$ cat config.mk
export PLATFORM = sky130hd
export DESIGN_NAME = haptic_envelope_generator_top
export DESIGN_NICKNAME = d
export VERILOG_FILES = /design/src/design/hapenv_pkg.sv /design/src/design/hapenv_div.sv /design/src/design/hapenv_datapath.sv /design/src/design/hapenv_ctrl.sv /design/src/design/haptic_envelope_generator_top.sv
export SDC_FILE = /design/constraint.sdc
export NUM_CORES = 1
export LEC_CHECK = 0
export BUFFER_PORTS_ARGS = -buffer_cell sky130_fd_sc_hd__buf_2
export CELL_PAD_IN_SITES_DETAIL_PLACEMENT = 1
export CELL_PAD_IN_SITES_GLOBAL_PLACEMENT = 1
export CORE_MARGIN = 4
export CORE_UTILIZATION = 45
export CTS_CLUSTER_SIZE = 30
export DETAILED_ROUTE_END_ITERATION = 8
export PLACE_DENSITY_LB_ADDON = 0.05
export SYNTH_ARGS = -nofsm -noshare
export SYNTH_HDL_FRONTEND = slang
export SYNTH_SLANG_ARGS = --single-unit
$ cat constraint.sdc
create_clock -name clk -period 10 [get_ports clk]
set_clock_uncertainty 0.1 [all_clocks]
set_input_delay 0.5 -clock clk [delete_from_list [all_inputs] [get_ports clk]]
set_output_delay 0.5 -clock clk [all_outputs]
set_load 0.05 [all_outputs]
$ cat src/design/hapenv_pkg.sv
// hapenv_pkg: shared types and fixed-point constants of the haptic envelope generator
`timescale 1ns / 1ps
`default_nettype none
package hapenv_pkg;

    localparam int LEVEL_W = 13;
    localparam int LEN_W   = 16;
    localparam int Q_W     = 17;
    localparam int ACC_W   = 29;
    localparam int MUL_W   = 18;

    localparam logic [LEVEL_W-1:0] FULL_LEVEL = 13'd4096;
    localparam logic [Q_W-1:0]     ONE_Q16    = 17'd65536;
    localparam logic [MUL_W-1:0]   THREE_Q16  = 18'd196608;
    localparam logic [ACC_W-1:0]   ROUND_HALF = 29'd32768;

    // easing codes: bit 0 slow start, bit 1 slow finish
    localparam logic [1:0] EASE_NONE   = 2'b00;
    localparam logic [1:0] EASE_START  = 2'b01;
    localparam logic [1:0] EASE_FINISH = 2'b10;
    localparam logic [1:0] EASE_BOTH   = 2'b11;

    localparam int IN_DATA_W  = 48;
    localparam int OUT_DATA_W = 16;

    // input item payload, last field in the lowest bit
    typedef struct packed {
        logic               ease_finish;
        logic               ease_start;
        logic [LEN_W-1:0]   length_ticks;
        logic [LEVEL_W-1:0] end_level;
        logic [LEVEL_W-1:0] start_level;
        logic               hand;
    } hapenv_item_t;

    typedef struct packed {
        logic take_item;
        logic queue_write;
        logic decode;
        logic take_q;
        logic sq_step;
        logic ease_step;
        logic lo_step;
        logic hi_step;
        logic out_load;
    } hapenv_cmd_t;

    typedef struct packed {
        logic func;
        logic slot_active;
        logic t_sat;
        logic div_done;
        logic level_nz;
        logic out_free;
    } hapenv_stat_t;

endpackage
`default_nettype wire

$ cat src/design/hapenv_div.sv
// hapenv_div: restoring divider, one quotient bit per cycle, for t = (elapsed << 16) / length
`timescale 1ns / 1ps
`default_nettype none
module hapenv_div (
    input  wire logic                        clk,
    input  wire logic                        rst_n,
    input  wire logic                        start,
    input  wire logic [hapenv_pkg::LEN_W-1:0] dividend,
    input  wire logic [hapenv_pkg::LEN_W-1:0] divisor,
    output logic                             done,
    output logic [hapenv_pkg::LEN_W-1:0]     quotient
);
    import hapenv_pkg::*;

    localparam int CNT_W = $clog2(LEN_W);
    localparam logic [CNT_W-1:0] LAST_STEP = CNT_W'(LEN_W - 1);

    logic [LEN_W-1:0] rem_reg;
    logic [LEN_W-1:0] quo_reg;
    logic [LEN_W-1:0] div_reg;
    logic [CNT_W-1:0] cnt_reg;
    logic             run_reg;
    logic             done_reg;
    logic [LEN_W:0]   shifted;
    logic [LEN_W:0]   diff;
    logic             fits;
    logic [LEN_W-1:0] rem_next;

    // remainder stays below the divisor, so it never needs the top bit
    assign shifted  = {rem_reg, 1'b0};
    assign diff     = shifted - {1'b0, div_reg};
    assign fits     = shifted >= {1'b0, div_reg};
    assign rem_next = fits ? diff[LEN_W-1:0] : shifted[LEN_W-1:0];

    always_ff @(posedge clk or negedge rst_n)
    begin
        if (!rst_n)
        begin
            run_reg  <= 1'b0;
            done_reg <= 1'b0;
            cnt_reg  <= '0;
        end
        else
        begin
            done_reg <= 1'b0;
            if (start)
            begin
                run_reg <= 1'b1;
                cnt_reg <= '0;
            end
            else if (run_reg)
            begin
                cnt_reg <= cnt_reg + 1'b1;
                if (cnt_reg == LAST_STEP)
                begin
                    run_reg  <= 1'b0;
                    done_reg <= 1'b1;
                end
            end
        end
    end

    always_ff @(posedge clk)
    begin
        if (start)
        begin
            rem_reg <= dividend;
            div_reg <= divisor;
        end
        else if (run_reg)
        begin
            rem_reg <= rem_next;
            quo_reg <= {quo_reg[LEN_W-2:0], fits};
        end
    end

    assign done     = done_reg;
    assign quotient = quo_reg;

endmodule
`default_nettype wire

$ cat src/design/hapenv_datapath.sv
// hapenv_datapath: hand slots, divider, shared multiplier, easing and the output register
`timescale 1ns / 1ps
`default_nettype none
module hapenv_datapath #(
    parameter int HAND_COUNT = 2
) (
    input  wire logic                                  clk,
    input  wire logic                                  rst_n,
    input  wire hapenv_pkg::hapenv_cmd_t               cmd,
    output hapenv_pkg::hapenv_stat_t                   status,
    input  wire logic [hapenv_pkg::IN_DATA_W-1:0]      in_data,
    input  wire logic                                  in_func,
    input  wire logic                                  cfg_we,
    input  wire logic                                  cfg_value,
    input  wire logic                                  out_ready,
    output logic                                       out_valid,
    output logic                                       out_hand,
    output logic [hapenv_pkg::LEVEL_W-1:0]             out_level
);
    import hapenv_pkg::*;

    localparam int HW = (HAND_COUNT > 1) ? $clog2(HAND_COUNT) : 1;

    function automatic logic [LEVEL_W-1:0] clamp_level(input logic [LEVEL_W-1:0] v);
        return (v > FULL_LEVEL) ? FULL_LEVEL : v;
    endfunction

    hapenv_item_t item_reg;
    logic         func_reg;
    logic         disabled_reg;

    // per-hand slots
    logic [HAND_COUNT-1:0] busy_reg;
    logic [HAND_COUNT-1:0] started_reg;
    logic [LEVEL_W-1:0]    start_lvl_reg [HAND_COUNT];
    logic [LEVEL_W-1:0]    end_lvl_reg   [HAND_COUNT];
    logic [LEN_W-1:0]      len_reg       [HAND_COUNT];
    logic [1:0]            ease_mem_reg  [HAND_COUNT];
    logic [LEN_W-1:0]      elapsed_reg   [HAND_COUNT];

    // working registers of one tick
    logic [LEVEL_W-1:0] w_start_reg;
    logic [LEVEL_W-1:0] w_end_reg;
    logic [1:0]         w_ease_reg;
    logic [Q_W-1:0]     t_reg;
    logic [Q_W-1:0]     sq_reg;
    logic [Q_W-1:0]     e_reg;
    logic [ACC_W-1:0]   acc_reg;

    logic               out_valid_reg;
    logic               out_hand_reg;
    logic [LEVEL_W-1:0] out_level_reg;

    logic [HW-1:0]      idx;
    logic               hand_ok;
    logic [LEN_W-1:0]   el_eff;
    logic [LEN_W-1:0]   rd_len;
    logic               t_sat_w;
    logic               div_done;
    logic [LEN_W-1:0]   quotient;
    logic [Q_W-1:0]     sq_base;
    logic [MUL_W-1:0]   mul_a;
    logic [MUL_W-1:0]   mul_b;
    logic [2*MUL_W-1:0] prod;
    logic [Q_W-1:0]     e_next;
    logic [LEVEL_W-1:0] level_w;

    assign idx     = HW'(item_reg.hand);
    assign hand_ok = {31'd0, item_reg.hand} < 32'(HAND_COUNT);
    assign rd_len  = len_reg[idx];
    assign el_eff  = started_reg[idx] ? elapsed_reg[idx] : '0;
    // covers zero length as well
    assign t_sat_w = el_eff >= rd_len;

    hapenv_div u_div (
        .clk      (clk),
        .rst_n    (rst_n),
        .start    (cmd.decode && !t_sat_w),
        .dividend (el_eff),
        .divisor  (rd_len),
        .done     (div_done),
        .quotient (quotient)
    );

    // shared multiplier, operands picked by the current step
    assign sq_base = (w_ease_reg == EASE_FINISH) ? (ONE_Q16 - t_reg) : t_reg;

    always_comb
    begin
        priority if (cmd.sq_step)
        begin
            mul_a = {1'b0, sq_base};
            mul_b = {1'b0, sq_base};
        end
        else if (cmd.ease_step)
        begin
            mul_a = {1'b0, sq_reg};
            mul_b = THREE_Q16 - {t_reg, 1'b0};
        end
        else if (cmd.lo_step)
        begin
            mul_a = MUL_W'(w_start_reg);
            mul_b = {1'b0, ONE_Q16 - e_reg};
        end
        else
        begin
            mul_a = MUL_W'(w_end_reg);
            mul_b = {1'b0, e_reg};
        end
    end

    assign prod = mul_a * mul_b;

    always_comb
    begin
        unique case (w_ease_reg)
            EASE_BOTH:   e_next = prod[Q_W+15:16];
            EASE_START:  e_next = sq_reg;
            EASE_FINISH: e_next = ONE_Q16 - sq_reg;
            EASE_NONE:   e_next = t_reg;
            default:     e_next = t_reg;
        endcase
    end

    assign level_w = acc_reg[ACC_W-1:16];

    always_ff @(posedge clk or negedge rst_n)
    begin
        if (!rst_n)
        begin
            disabled_reg  <= 1'b0;
            busy_reg      <= '0;
            started_reg   <= '0;
            out_valid_reg <= 1'b0;
        end
        else
        begin
            if (cfg_we)
                disabled_reg <= cfg_value;
            if (cmd.queue_write && !disabled_reg && hand_ok)
            begin
                busy_reg[idx]    <= 1'b1;
                started_reg[idx] <= 1'b0;
            end
            else if (cmd.decode)
            begin
                busy_reg[idx]    <= !t_sat_w;
                started_reg[idx] <= !t_sat_w;
            end
            if (cmd.out_load)
                out_valid_reg <= 1'b1;
            else if (out_ready)
                out_valid_reg <= 1'b0;
        end
    end

    always_ff @(posedge clk)
    begin
        if (cmd.take_item)
        begin
            item_reg <= hapenv_item_t'(in_data[$bits(hapenv_item_t)-1:0]);
            func_reg <= in_func;
        end
        if (cmd.queue_write && !disabled_reg && hand_ok)
        begin
            start_lvl_reg[idx] <= clamp_level(item_reg.start_level);
            end_lvl_reg[idx]   <= clamp_level(item_reg.end_level);
            len_reg[idx]       <= item_reg.length_ticks;
            ease_mem_reg[idx]  <= {item_reg.ease_finish, item_reg.ease_start};
            elapsed_reg[idx]   <= '0;
        end
        if (cmd.decode)
        begin
            w_start_reg <= start_lvl_reg[idx];
            w_end_reg   <= end_lvl_reg[idx];
            w_ease_reg  <= ease_mem_reg[idx];
            if (t_sat_w)
                t_reg <= ONE_Q16;
            else
                elapsed_reg[idx] <= el_eff + 1'b1;
        end
        if (cmd.take_q)
            t_reg <= {1'b0, quotient};
        if (cmd.sq_step)
            sq_reg <= prod[Q_W+15:16];
        if (cmd.ease_step)
            e_reg <= e_next;
        if (cmd.lo_step)
            acc_reg <= prod[ACC_W-1:0];
        if (cmd.hi_step)
            acc_reg <= acc_reg + prod[ACC_W-1:0] + ROUND_HALF;
        if (cmd.out_load)
        begin
            out_hand_reg  <= item_reg.hand;
            out_level_reg <= level_w;
        end
    end

    always_comb
    begin
        status.func        = func_reg;
        status.slot_active = hand_ok && busy_reg[idx];
        status.t_sat       = t_sat_w;
        status.div_done    = div_done;
        status.level_nz    = level_w != '0;
        status.out_free    = !out_valid_reg || out_ready;
    end

    assign out_valid = out_valid_reg;
    assign out_hand  = out_hand_reg;
    assign out_level = out_level_reg;

`ifndef SYNTH
    a_t_below_one: assert property (@(posedge clk) disable iff (!rst_n)
        cmd.take_q |=> (t_reg < ONE_Q16))
        else $error("divided t reached one");

    a_e_range: assert property (@(posedge clk) disable iff (!rst_n)
        cmd.ease_step |=> (e_reg <= ONE_Q16))
        else $error("eased t above one");

    a_out_level: assert property (@(posedge clk) disable iff (!rst_n)
        cmd.out_load |-> (level_w != '0 && level_w <= FULL_LEVEL))
        else $error("pulse level out of range");

    for (genvar h = 0; h < HAND_COUNT; h++)
    begin : g_slot_chk
        a_elapsed: assert property (@(posedge clk) disable iff (!rst_n)
            (busy_reg[h] && started_reg[h]) |->
                (len_reg[h] != '0 && elapsed_reg[h] <= len_reg[h]))
            else $error("slot elapsed count passed its length");
    end
`endif

endmodule
`default_nettype wire

$ cat src/design/hapenv_ctrl.sv
// hapenv_ctrl: sequencer that steps the datapath through one item
`timescale 1ns / 1ps
`default_nettype none
module hapenv_ctrl (
    input  wire logic                     clk,
    input  wire logic                     rst_n,
    input  wire logic                     in_valid,
    output logic                          in_ready,
    input  wire hapenv_pkg::hapenv_stat_t status,
    output hapenv_pkg::hapenv_cmd_t       cmd
);
    import hapenv_pkg::*;

    localparam logic [2:0] ST_IDLE   = 3'd0;
    localparam logic [2:0] ST_DECODE = 3'd1;
    localparam logic [2:0] ST_DIV    = 3'd2;
    localparam logic [2:0] ST_SQ     = 3'd3;
    localparam logic [2:0] ST_EASE   = 3'd4;
    localparam logic [2:0] ST_LO     = 3'd5;
    localparam logic [2:0] ST_HI     = 3'd6;
    localparam logic [2:0] ST_OUT    = 3'd7;

    logic [2:0] state_reg;
    logic [2:0] state_next;

    assign in_ready = state_reg == ST_IDLE;

    always_comb
    begin
        state_next = state_reg;
        cmd        = '0;
        unique case (state_reg)
            ST_IDLE:
            begin
                if (in_valid)
                begin
                    cmd.take_item = 1'b1;
                    state_next    = ST_DECODE;
                end
            end
            ST_DECODE:
            begin
                if (status.func)
                begin
                    cmd.queue_write = 1'b1;
                    state_next      = ST_IDLE;
                end
                else if (!status.slot_active)
                    state_next = ST_IDLE;
                else
                begin
                    cmd.decode = 1'b1;
                    state_next = status.t_sat ? ST_SQ : ST_DIV;
                end
            end
            ST_DIV:
            begin
                if (status.div_done)
                begin
                    cmd.take_q = 1'b1;
                    state_next = ST_SQ;
                end
            end
            ST_SQ:
            begin
                cmd.sq_step = 1'b1;
                state_next  = ST_EASE;
            end
            ST_EASE:
            begin
                cmd.ease_step = 1'b1;
                state_next    = ST_LO;
            end
            ST_LO:
            begin
                cmd.lo_step = 1'b1;
                state_next  = ST_HI;
            end
            ST_HI:
            begin
                cmd.hi_step = 1'b1;
                state_next  = ST_OUT;
            end
            ST_OUT:
            begin
                // zero strength gives no pulse
                if (!status.level_nz)
                    state_next = ST_IDLE;
                else if (status.out_free)
                begin
                    cmd.out_load = 1'b1;
                    state_next   = ST_IDLE;
                end
            end
            default:
                state_next = ST_IDLE;
        endcase
    end

    always_ff @(posedge clk or negedge rst_n)
    begin
        if (!rst_n)
            state_reg <= ST_IDLE;
        else
            state_reg <= state_next;
    end

endmodule
`default_nettype wire

$ cat src/design/haptic_envelope_generator_top.sv
// haptic_envelope_generator_top: two-hand eased envelope generator, stream in and stream out
// Input items arrive on s_tvalid/s_tready/s_tdata with s_tuser as the kind:
// 0 is a tick for the selected hand, 1 queues a new event into that hand's slot.
// A queued event replaces any pending one; while haptics are disabled (cfg_data
// written as 1 on the cfg_valid/cfg_ready port) queued events are dropped.
// Each tick of a busy slot yields at most one pulse item on m_tvalid/m_tready/m_tdata.
// One item is worked on at a time. A queue item or a tick on an idle slot passes
// through decode only; a tick with t at one goes from decode straight to the
// multiplier steps; any other tick first waits in the bit-serial divider that
// forms elapsed/length. Squaring, easing and the two interpolation products then
// share one 18x18 multiplier, one step after another.
// The pulse sits in an output register, so the next item is taken while a pulse
// waits; if the receiver still stalls when the following pulse is ready, the
// block holds that item until the register frees.
// Reset (rst_n, asynchronous, active low) empties every slot, clears the
// disable flag and drops any pulse waiting at the output.
`timescale 1ns / 1ps
`default_nettype none
module haptic_envelope_generator_top #(
    parameter int HAND_COUNT = 2
) (
    input  wire logic        clk,
    input  wire logic        rst_n,
    input  wire logic        s_tvalid,
    output logic             s_tready,
    // hand, start_level[12:0], end_level[12:0], length_ticks[15:0],
    // ease_start, ease_finish, zero fill
    input  wire logic [47:0] s_tdata,
    // func
    input  wire logic        s_tuser,
    output logic             m_tvalid,
    input  wire logic        m_tready,
    // pulse_hand, pulse_level[12:0], zero fill
    output logic [15:0]      m_tdata,
    input  wire logic        cfg_valid,
    output logic             cfg_ready,
    input  wire logic        cfg_data
);
    import hapenv_pkg::*;

    hapenv_cmd_t        cmd;
    hapenv_stat_t       status;
    logic               take_cfg;
    logic               pulse_hand;
    logic [LEVEL_W-1:0] pulse_level;

    assign cfg_ready = 1'b1;
    assign take_cfg  = cfg_valid && cfg_ready;

    hapenv_ctrl u_ctrl (
        .clk      (clk),
        .rst_n    (rst_n),
        .in_valid (s_tvalid),
        .in_ready (s_tready),
        .status   (status),
        .cmd      (cmd)
    );

    hapenv_datapath #(
        .HAND_COUNT (HAND_COUNT)
    ) u_datapath (
        .clk       (clk),
        .rst_n     (rst_n),
        .cmd       (cmd),
        .status    (status),
        .in_data   (s_tdata),
        .in_func   (s_tuser),
        .cfg_we    (take_cfg),
        .cfg_value (cfg_data),
        .out_ready (m_tready),
        .out_valid (m_tvalid),
        .out_hand  (pulse_hand),
        .out_level (pulse_level)
    );

    assign m_tdata = {2'b00, pulse_level, pulse_hand};

endmodule
`default_nettype wire
Word-level counts from Yosys, hierarchy flattened
Memories as Yosys holds them, arrays and structs flattened. A register that Yosys moved wholly into a read port is not among the register bits.
Index checks and enable logic that the tools add are counted.
{"block": "word_totals", "reg_bits": 203, "ramBits": 120, "in_bits": 55, "output_inout_bits": 19, "word_cells": 157, "mem_count": 5}
{"name": "u_datapath.elapsed_reg", "depth": 2, "width": 16, "rd": 1, "rd_ports_with_merged_regs": 1, "wr": 1, "line": "hapenv_datapath.sv:39", "source": "logic [LEN_W-1:0] elapsed_reg [HAND_COUNT];"}
{"name": "u_datapath.len_reg", "depth": 2, "width": 16, "rd": 1, "rd_ports_with_merged_regs": 1, "wr": 1, "line": "hapenv_datapath.sv:37", "source": "logic [LEN_W-1:0] len_reg [HAND_COUNT];"}
{"name": "u_datapath.end_lvl_reg", "depth": 2, "width": 13, "rd": 1, "rd_ports_with_merged_regs": 1, "wr": 1, "line": "hapenv_datapath.sv:36", "source": "logic [LEVEL_W-1:0] end_lvl_reg [HAND_COUNT];"}
{"name": "u_datapath.start_lvl_reg", "depth": 2, "width": 13, "rd": 1, "rd_ports_with_merged_regs": 1, "wr": 1, "line": "hapenv_datapath.sv:35", "source": "logic [LEVEL_W-1:0] start_lvl_reg [HAND_COUNT];"}
{"name": "u_datapath.ease_mem_reg", "depth": 2, "width": 2, "rd": 1, "rd_ports_with_merged_regs": 1, "wr": 1, "line": "hapenv_datapath.sv:38", "source": "logic [1:0] ease_mem_reg [HAND_COUNT];"}
{"block": "classes", "addsub": 9, "multipliers": 1, "n_lt_le_gt_ge": 6, "n_eq_ne": 14, "muxes": 72, "bitwise_logic": 5, "reduce_logical": 20}
{"operator": "16-bit 2-to-1 mux", "n": 8}
{"operator": "18-bit 2-to-1 mux", "n": 4}
{"operator": "17-bit one-hot mux with 4 select lines", "n": 1}
{"operator": "29-bit 2-to-1 mux", "n": 2}
{"operator": "17-bit subtractor, first input constant", "n": 3}
{"operator": "13-bit 2-to-1 mux", "n": 3}
{"operator": "1-bit 2-to-1 mux", "n": 35}
{"operator": "17-bit 2-to-1 mux", "n": 2}
{"operator": "18-bit by 18-bit multiplier with 33-bit output", "n": 1}
{"operator": "29-bit by 16-bit adder with 29-bit output, second input constant", "n": 1}
{"operator": "29-bit adder", "n": 1}
{"operator": "13-bit greater-than comparator, second input constant", "n": 2}
{"operator": "3-bit one-hot mux with 8 select lines", "n": 1}
{"operator": "3-bit 2-to-1 mux", "n": 6}
{"operator": "18-bit subtractor, first input constant", "n": 1}
{"operator": "17-bit by 16-bit >= comparator with 1-bit output", "n": 1}
{"operator": "16-bit by 1-bit adder with 16-bit output, second input constant", "n": 1}
{"operator": "16-bit >= comparator", "n": 1}
{"operator": "16-bit subtractor", "n": 1}
{"operator": "13-bit nonzero test", "n": 1}
{"operator": "3-bit == test, second input constant", "n": 4}
{"operator": "2-bit nonzero test", "n": 6}
{"operator": "2-bit 2-to-1 mux", "n": 5}
{"operator": "4-bit 2-to-1 mux", "n": 2}
{"operator": "other kinds (24)", "n": 34}

Logic depth before layout (Yosys ltp)
{"block": "depth", "ltp_word": 9, "depth_mapped": 45, "ltp_nobuf": 43}

By module
From an unflattened synthesis, not the netlist that was laid out.
{"block": "hier_totals", "hier_cells": 2676, "area_unflattened_um2": 28184.5}
{"module": "hapenv_datapath", "n_inst": 1, "cells_each": 2390, "area_each_um2": 24987.7, "seq_area_each_um2": 8808.4}
{"module": "hapenv_div", "n_inst": 1, "cells_each": 252, "area_each_um2": 2909.0, "seq_area_each_um2": 1591.5}
{"module": "hapenv_ctrl", "n_inst": 1, "cells_each": 28, "area_each_um2": 250.2, "seq_area_each_um2": 75.1}
{"module": "haptic_envelope_generator_top", "n_inst": 1, "cells_each": 6, "area_each_um2": 37.5, "seq_area_each_um2": 0.0}

Worst setup path after synthesis
Ideal clock, no wire load.
{"block": "synth_timing", "path_type": "register to register", "startpoint": "reg u_datapath.t_reg[0]", "endpoint": "reg u_datapath.acc_reg[28], data pin", "setup_ns": 0.264, "arrival_time_ns": 9.168, "t_required_ns": 9.636, "setup_slack_ns": 0.468, "stages_incl_launch_ff": 40, "path_buffers": 2, "period_less_slack_ns": 9.532, "cell_sequence": "edfxtp_1 > inv_1 > ha_1 > nor2b_1 > nand3_1 > or4b_1 > nand2_1 > xor2_1 > nor2_1 > a21o_1 > clkbuf_1 > nand2_1 > fa_1 > fa_1 > inv_1 > fa_1 > inv_1 > fa_1 > [4 not listed] > a211oi_1 > nand2_1 > a31oi_1 > nor2b_1 > xnor2_1 > inv_1 > ha_1 > ha_1 > clkbuf_1 > and3b_1 > a211oi_1 > a2bb2oi_1 > o31ai_1 > o31a_1 > o21a_1 > o21ai_1 > mux2i_1 > xnor2_1"}
{"block": "synth_between", "elab_chain_cells": 7, "elab_cells_between_ends": 11, "cone_classes": "add/sub: 4; mul: 1; mux: 6"}
{"item": "start, declared", "line": "hapenv_datapath.sv:45", "source": "logic [Q_W-1:0] t_reg;"}
{"item": "start signal, assigned", "line": "hapenv_datapath.sv:183", "source": "t_reg <= {1'b0, quotient};"}
{"item": "18-bit subtractor or 17-bit subtractor (tied branches)", "line": "hapenv_datapath.sv:98, hapenv_datapath.sv:86"}
{"item": "18-bit 2-to-1 mux or 17-bit 2-to-1 mux (tied branches)", "line": "hapenv_datapath.sv:95, hapenv_datapath.sv:86"}
{"item": "18-bit 2-to-1 mux", "line": "hapenv_datapath.sv:90", "source": "priority if (cmd.sq_step)"}
{"item": "18-bit by 18-bit multiplier with 33-bit output *", "line": "hapenv_datapath.sv:112", "source": "assign prod = mul_a * mul_b;"}
{"item": "net u_datapath.prod[20]", "line": "hapenv_datapath.sv:64", "source": "logic [2*MUL_W-1:0] prod;"}
{"item": "29-bit adder *", "line": "hapenv_datapath.sv:191", "source": "acc_reg <= acc_reg + prod[ACC_W-1:0] + ROUND_HALF;"}
{"item": "29-bit by 16-bit adder with 29-bit output *", "line": "hapenv_datapath.sv:191"}
{"item": "29-bit 2-to-1 mux *", "line": "hapenv_datapath.sv:190", "source": "if (cmd.hi_step)"}
{"item": "end signal, assigned", "line": "hapenv_datapath.sv:189", "source": "acc_reg <= prod[ACC_W-1:0];"}
{"item": "end signal, assigned", "line": "hapenv_datapath.sv:191"}
{"item": "end, declared", "line": "hapenv_datapath.sv:48", "source": "logic [ACC_W-1:0] acc_reg;"}
Mark *: on every way through the listed nets, which the timed path passes. The rest lies on a longest branch. The select of a mux whose other input is x is not followed.
A chain may end at the register's enable or synchronous reset.

Worst setup path after layout
{"block": "layout_timing", "startpoint": "reg u_datapath.t_reg[6]", "endpoint": "reg u_datapath.acc_reg[27], data pin"}
Same word-level chain as after synthesis.

==> results.json <==
{
  "drt-initial-drc-count": 1040,
  "power_density_mw_per_mm2": 97.3,
  "synth-edff-count": 335,
  "cts_tree": "yes",
  "htreeDepth": 2,
  "finalHoldViolCount": 0,
  "drcViolationCount": 0,
  "clock_latency_ps": 580,
  "layout_min_cycle_time_ps": 9710,
  "path_max_fanout": 6,
  "num_rows": 90,
  "synth_cells": 2644,
  "overflow": 0,
  "initial_core_util_pct": 45.7,
  "power.leakage_nw": 14.0,
  "num_antenna_cells": 0,
  "drtAntennaViolNets": 0,
  "vdd_drop_max_mv": 0.190,
  "finalNetCount": 3376,
  "final_core_util_pct": 53.3,
  "synth_seq_cells": 352,
  "multi_input_area_mm2": 0.0159,
  "wl_per_cell_um": 21.9,
  "switching_share_pct": 20.0,
  "place_ws_ps": -301,
  "synth_ff_type": "edfxtp_1",
  "path_class": "flop to flop",
  "cts_buffers": 40,
  "clockBufferDepth": 3,
  "yosys_warnings": 0,
  "status": "completed",
  "layout_setup_ws_ps": 286,
  "clk_pin_slew_ps": 60,
  "die_y_um": 256,
  "combPwrFrac_pct": 0.9,
  "power_frac_seq_pct": 50.6,
  "max_stage_delay_ps": 590,
  "largest_register_ffs": 44,
  "worstPathArrival_ps": 9920,
  "clkPwrFrac_pct": 48.5,
  "avgViaCountPerCell": 5.42,
  "async_reset_ff_share_pct": 4.26,
  "min_path_type": "input port to flop",
  "grt_max_degree": 50,
  "grtUsageTotal_pct": 24.7,
  "drive_gt1_share_pct": 16.6,
  "root_buffer": "clkbuf_16",
  "p_sw_mw": 0.629,
  "die_x_um": 256,
  "antenna_found_initial": 1,
  "dieArea_mm2": 0.0656,
  "drv_slew": 0,
  "boundaryPins": 74,
  "max_freq_ghz": 0.103,
  "crit_slowest_cell": "fa_1",
  "crit_family": "adder cells",
  "place_area_mm2": 0.0300,
  "worst-path-buf-inv": 4,
  "gp_congestion": 0.917,
  "syn_area_mm2": 0.0277,
  "core_region_area_mm2": 0.0607,
  "ys_types": 87,
  "syn_avg_cell_area_um2": 10.5,
  "syn2layout_area_growth_pct": 16.8,
  "final_cell_area_mm2": 0.0324,
  "setup_viol": 0,
  "tightest_slew_ps": 1160,
  "fin_crit_sh_pct": 97.1,
  "drv_cap": 0,
  "regArea_mm2": 0.0105,
  "grt_pass1_wl_mm": 127,
  "num-fill-cells": 6523,
  "hpwl_mm": 64.7,
  "yosysSeqAreaShare_pct": 37.8,
  "p_int_mw": 2.52,
  "relSlewSlack_pct": 22.4,
  "firstDrtPassIters": 5,
  "end_kind": "flop",
  "clock-sinks": 352,
  "power_mw": 3.15,
  "vias": 20100,
  "routed_wl_mm": 81.2,
  "crit_top_cell": "fa_1",
  "worstPathRequired_ps": 10200,
  "critPathLaunchType": "flop",
  "grt_pass1_vias": 21900,
  "port_buffers": 67
}
worst paths after layout:
| check | cells past startpoint | to | startpoint | slack, ps |
|---|---|---|---|---|
| setup / recovery | 35 | u_datapath.acc_reg[27] | u_datapath.t_reg[6] | 290 |
| hold / removal | 1 | u_datapath.item_reg[6] | s_tdata[6] | 20 |
| setup reg to reg | 35 | u_datapath.acc_reg[27] | u_datapath.t_reg[6] | 290 |
| hold reg to reg | 0 | u_datapath.len_reg[0][0] | u_datapath.item_reg[27] | 350 |
| max in group asynchronous | 2 | u_ctrl.state_reg[0] | rst_n | 9180 |
| min in group asynchronous | 2 | u_datapath.started_reg[0] | rst_n | 290 |
power by group through the flow:
| stage | registers [mW] | clock network (mW) | logic, mW |
|---|---|---|---|
| 3_3_place_gp | 1.62 | 0 | 0.0139 |
| 3_5_place_dp | 1.62 | 0 | 0.0143 |
| 2_1_floorplan | 1.62 | 0 | 0.00391 |
| 4_1_cts | 1.59 | 1.56 | 0.0266 |
| 6_report | 1.59 | 1.53 | 0.0276 |
| 5_1_grt | 1.59 | 1.63 | 0.0303 |
final cells by class:
type	instances	share of cell area, %
sequential	352	32.4
timing repair buffer	311	7.05
clock inverter	21	0.920
inverter	354	4.11
multi-input combinational	1831	49.2
clock buffer	53	3.37
tap	782	3.02
synth_stat cells (all sizes together) (40+ instances only):
cell	instances	area [um2]
inv	352	1320
and2	54	338
nor2	229	870
a21o	47	353
fa	241	4820
o21ai	90	450
edfxtp	335	10100
nand2	282	1060
xor2	40	350
a21oi	110	551
clkbuf	87	327
nor2b	61	382
xnor2	69	612
mux2i	52	521
ha	190	2380
metrics by stage:
stage               hold slack, ps  setup TNS (ps)  cells
global route                  6.38            -145   3704
global placement               323            -266   3573
finish                        23.5               0   3704
detailed placement             327            -672   3573
floorplan                      104               0   2645
CTS                         0.0132               0   3690
logic make-up (layout without fill, tap and decap cells):
| group | count (synthesis) | after routing | share of synthesized area (%) |
|---|---|---|---|
| DFF | 352 | 352 | 37.8 |
| buffers and inverters | 462 | 739 | 6.43 |
| and+or+nand+nor | 805 | 805 | 13.6 |
| adders and majority gates | 431 | 431 | 26.0 |
| muxes | 91 | 91 | 3.54 |
| AOI/OAI and AO/OA | 392 | 392 | 9.10 |
| other | 2 | 3 | 0.0271 |
| xor gates and xnor gates | 109 | 109 | 3.47 |
cells in the final DEF, fill, tap and decap left out, types with 9 or more instances in the layout:
cell type      Yosys  routed
a211oi_1          13      11
mux2_2            37      37
nand4_1           11      11
a21oi_1          110      97
o211ai_1           9       9
nand2_1          281     281
nor3_2             3      10
xor2_1            40      39
inv_1            352     351
dfrtp_1           15      13
o22ai_1           12      11
nor2b_1           61      58
or2_2             12      11
ha_1             190     185
fa_1             241     240
clkbuf_1          87       9
o21bai_1          12      11
buf_2              5      67
a31oi_1           16      15
a21o_1            47      43
edfxtp_1         335     335
nand3_1           25      24
mux2i_1           52      52
a21oi_2            0      11
clkbuf_16          0      40
buf_4              5     202
o21a_1            18      18
nand2b_1          32      32
dlygate4sd3_1      0      41
and2_1            51      48
nor3_1            34      24
xnor2_1           68      63
nor2_1           227     221
or3_1             15      14
o21ai_1            8      14
o21ai_0           82      73
per-layer routing:
layer | vias up | track usage (%) | share of wire, % | wire [um]
li1 | 9373 | - | - | -
met1 | 10200 | 33.9 | 45 | 36600
met2 | 364 | 42.1 | 49 | 39600
met3 | 104 | 2.73 | 3.6 | 2940
met4 | 0 | 6.41 | 2.6 | 2130
met5 | - | 0 | 0 | 0
what timing repair did:
| item | in CTS | in global routing |
|---|---|---|
| setup buffers | 2 | 14 |
| resized for setup | 15 | 75 |
| endpoints found under the hold margin | 55 | 0 |
| pin swaps | 0 | 23 |
| endpoints found under the setup margin | 4 | 6 |
| hold buffers | 41 | 0 |
Note: power is estimated with default switching activity, not from simulation.
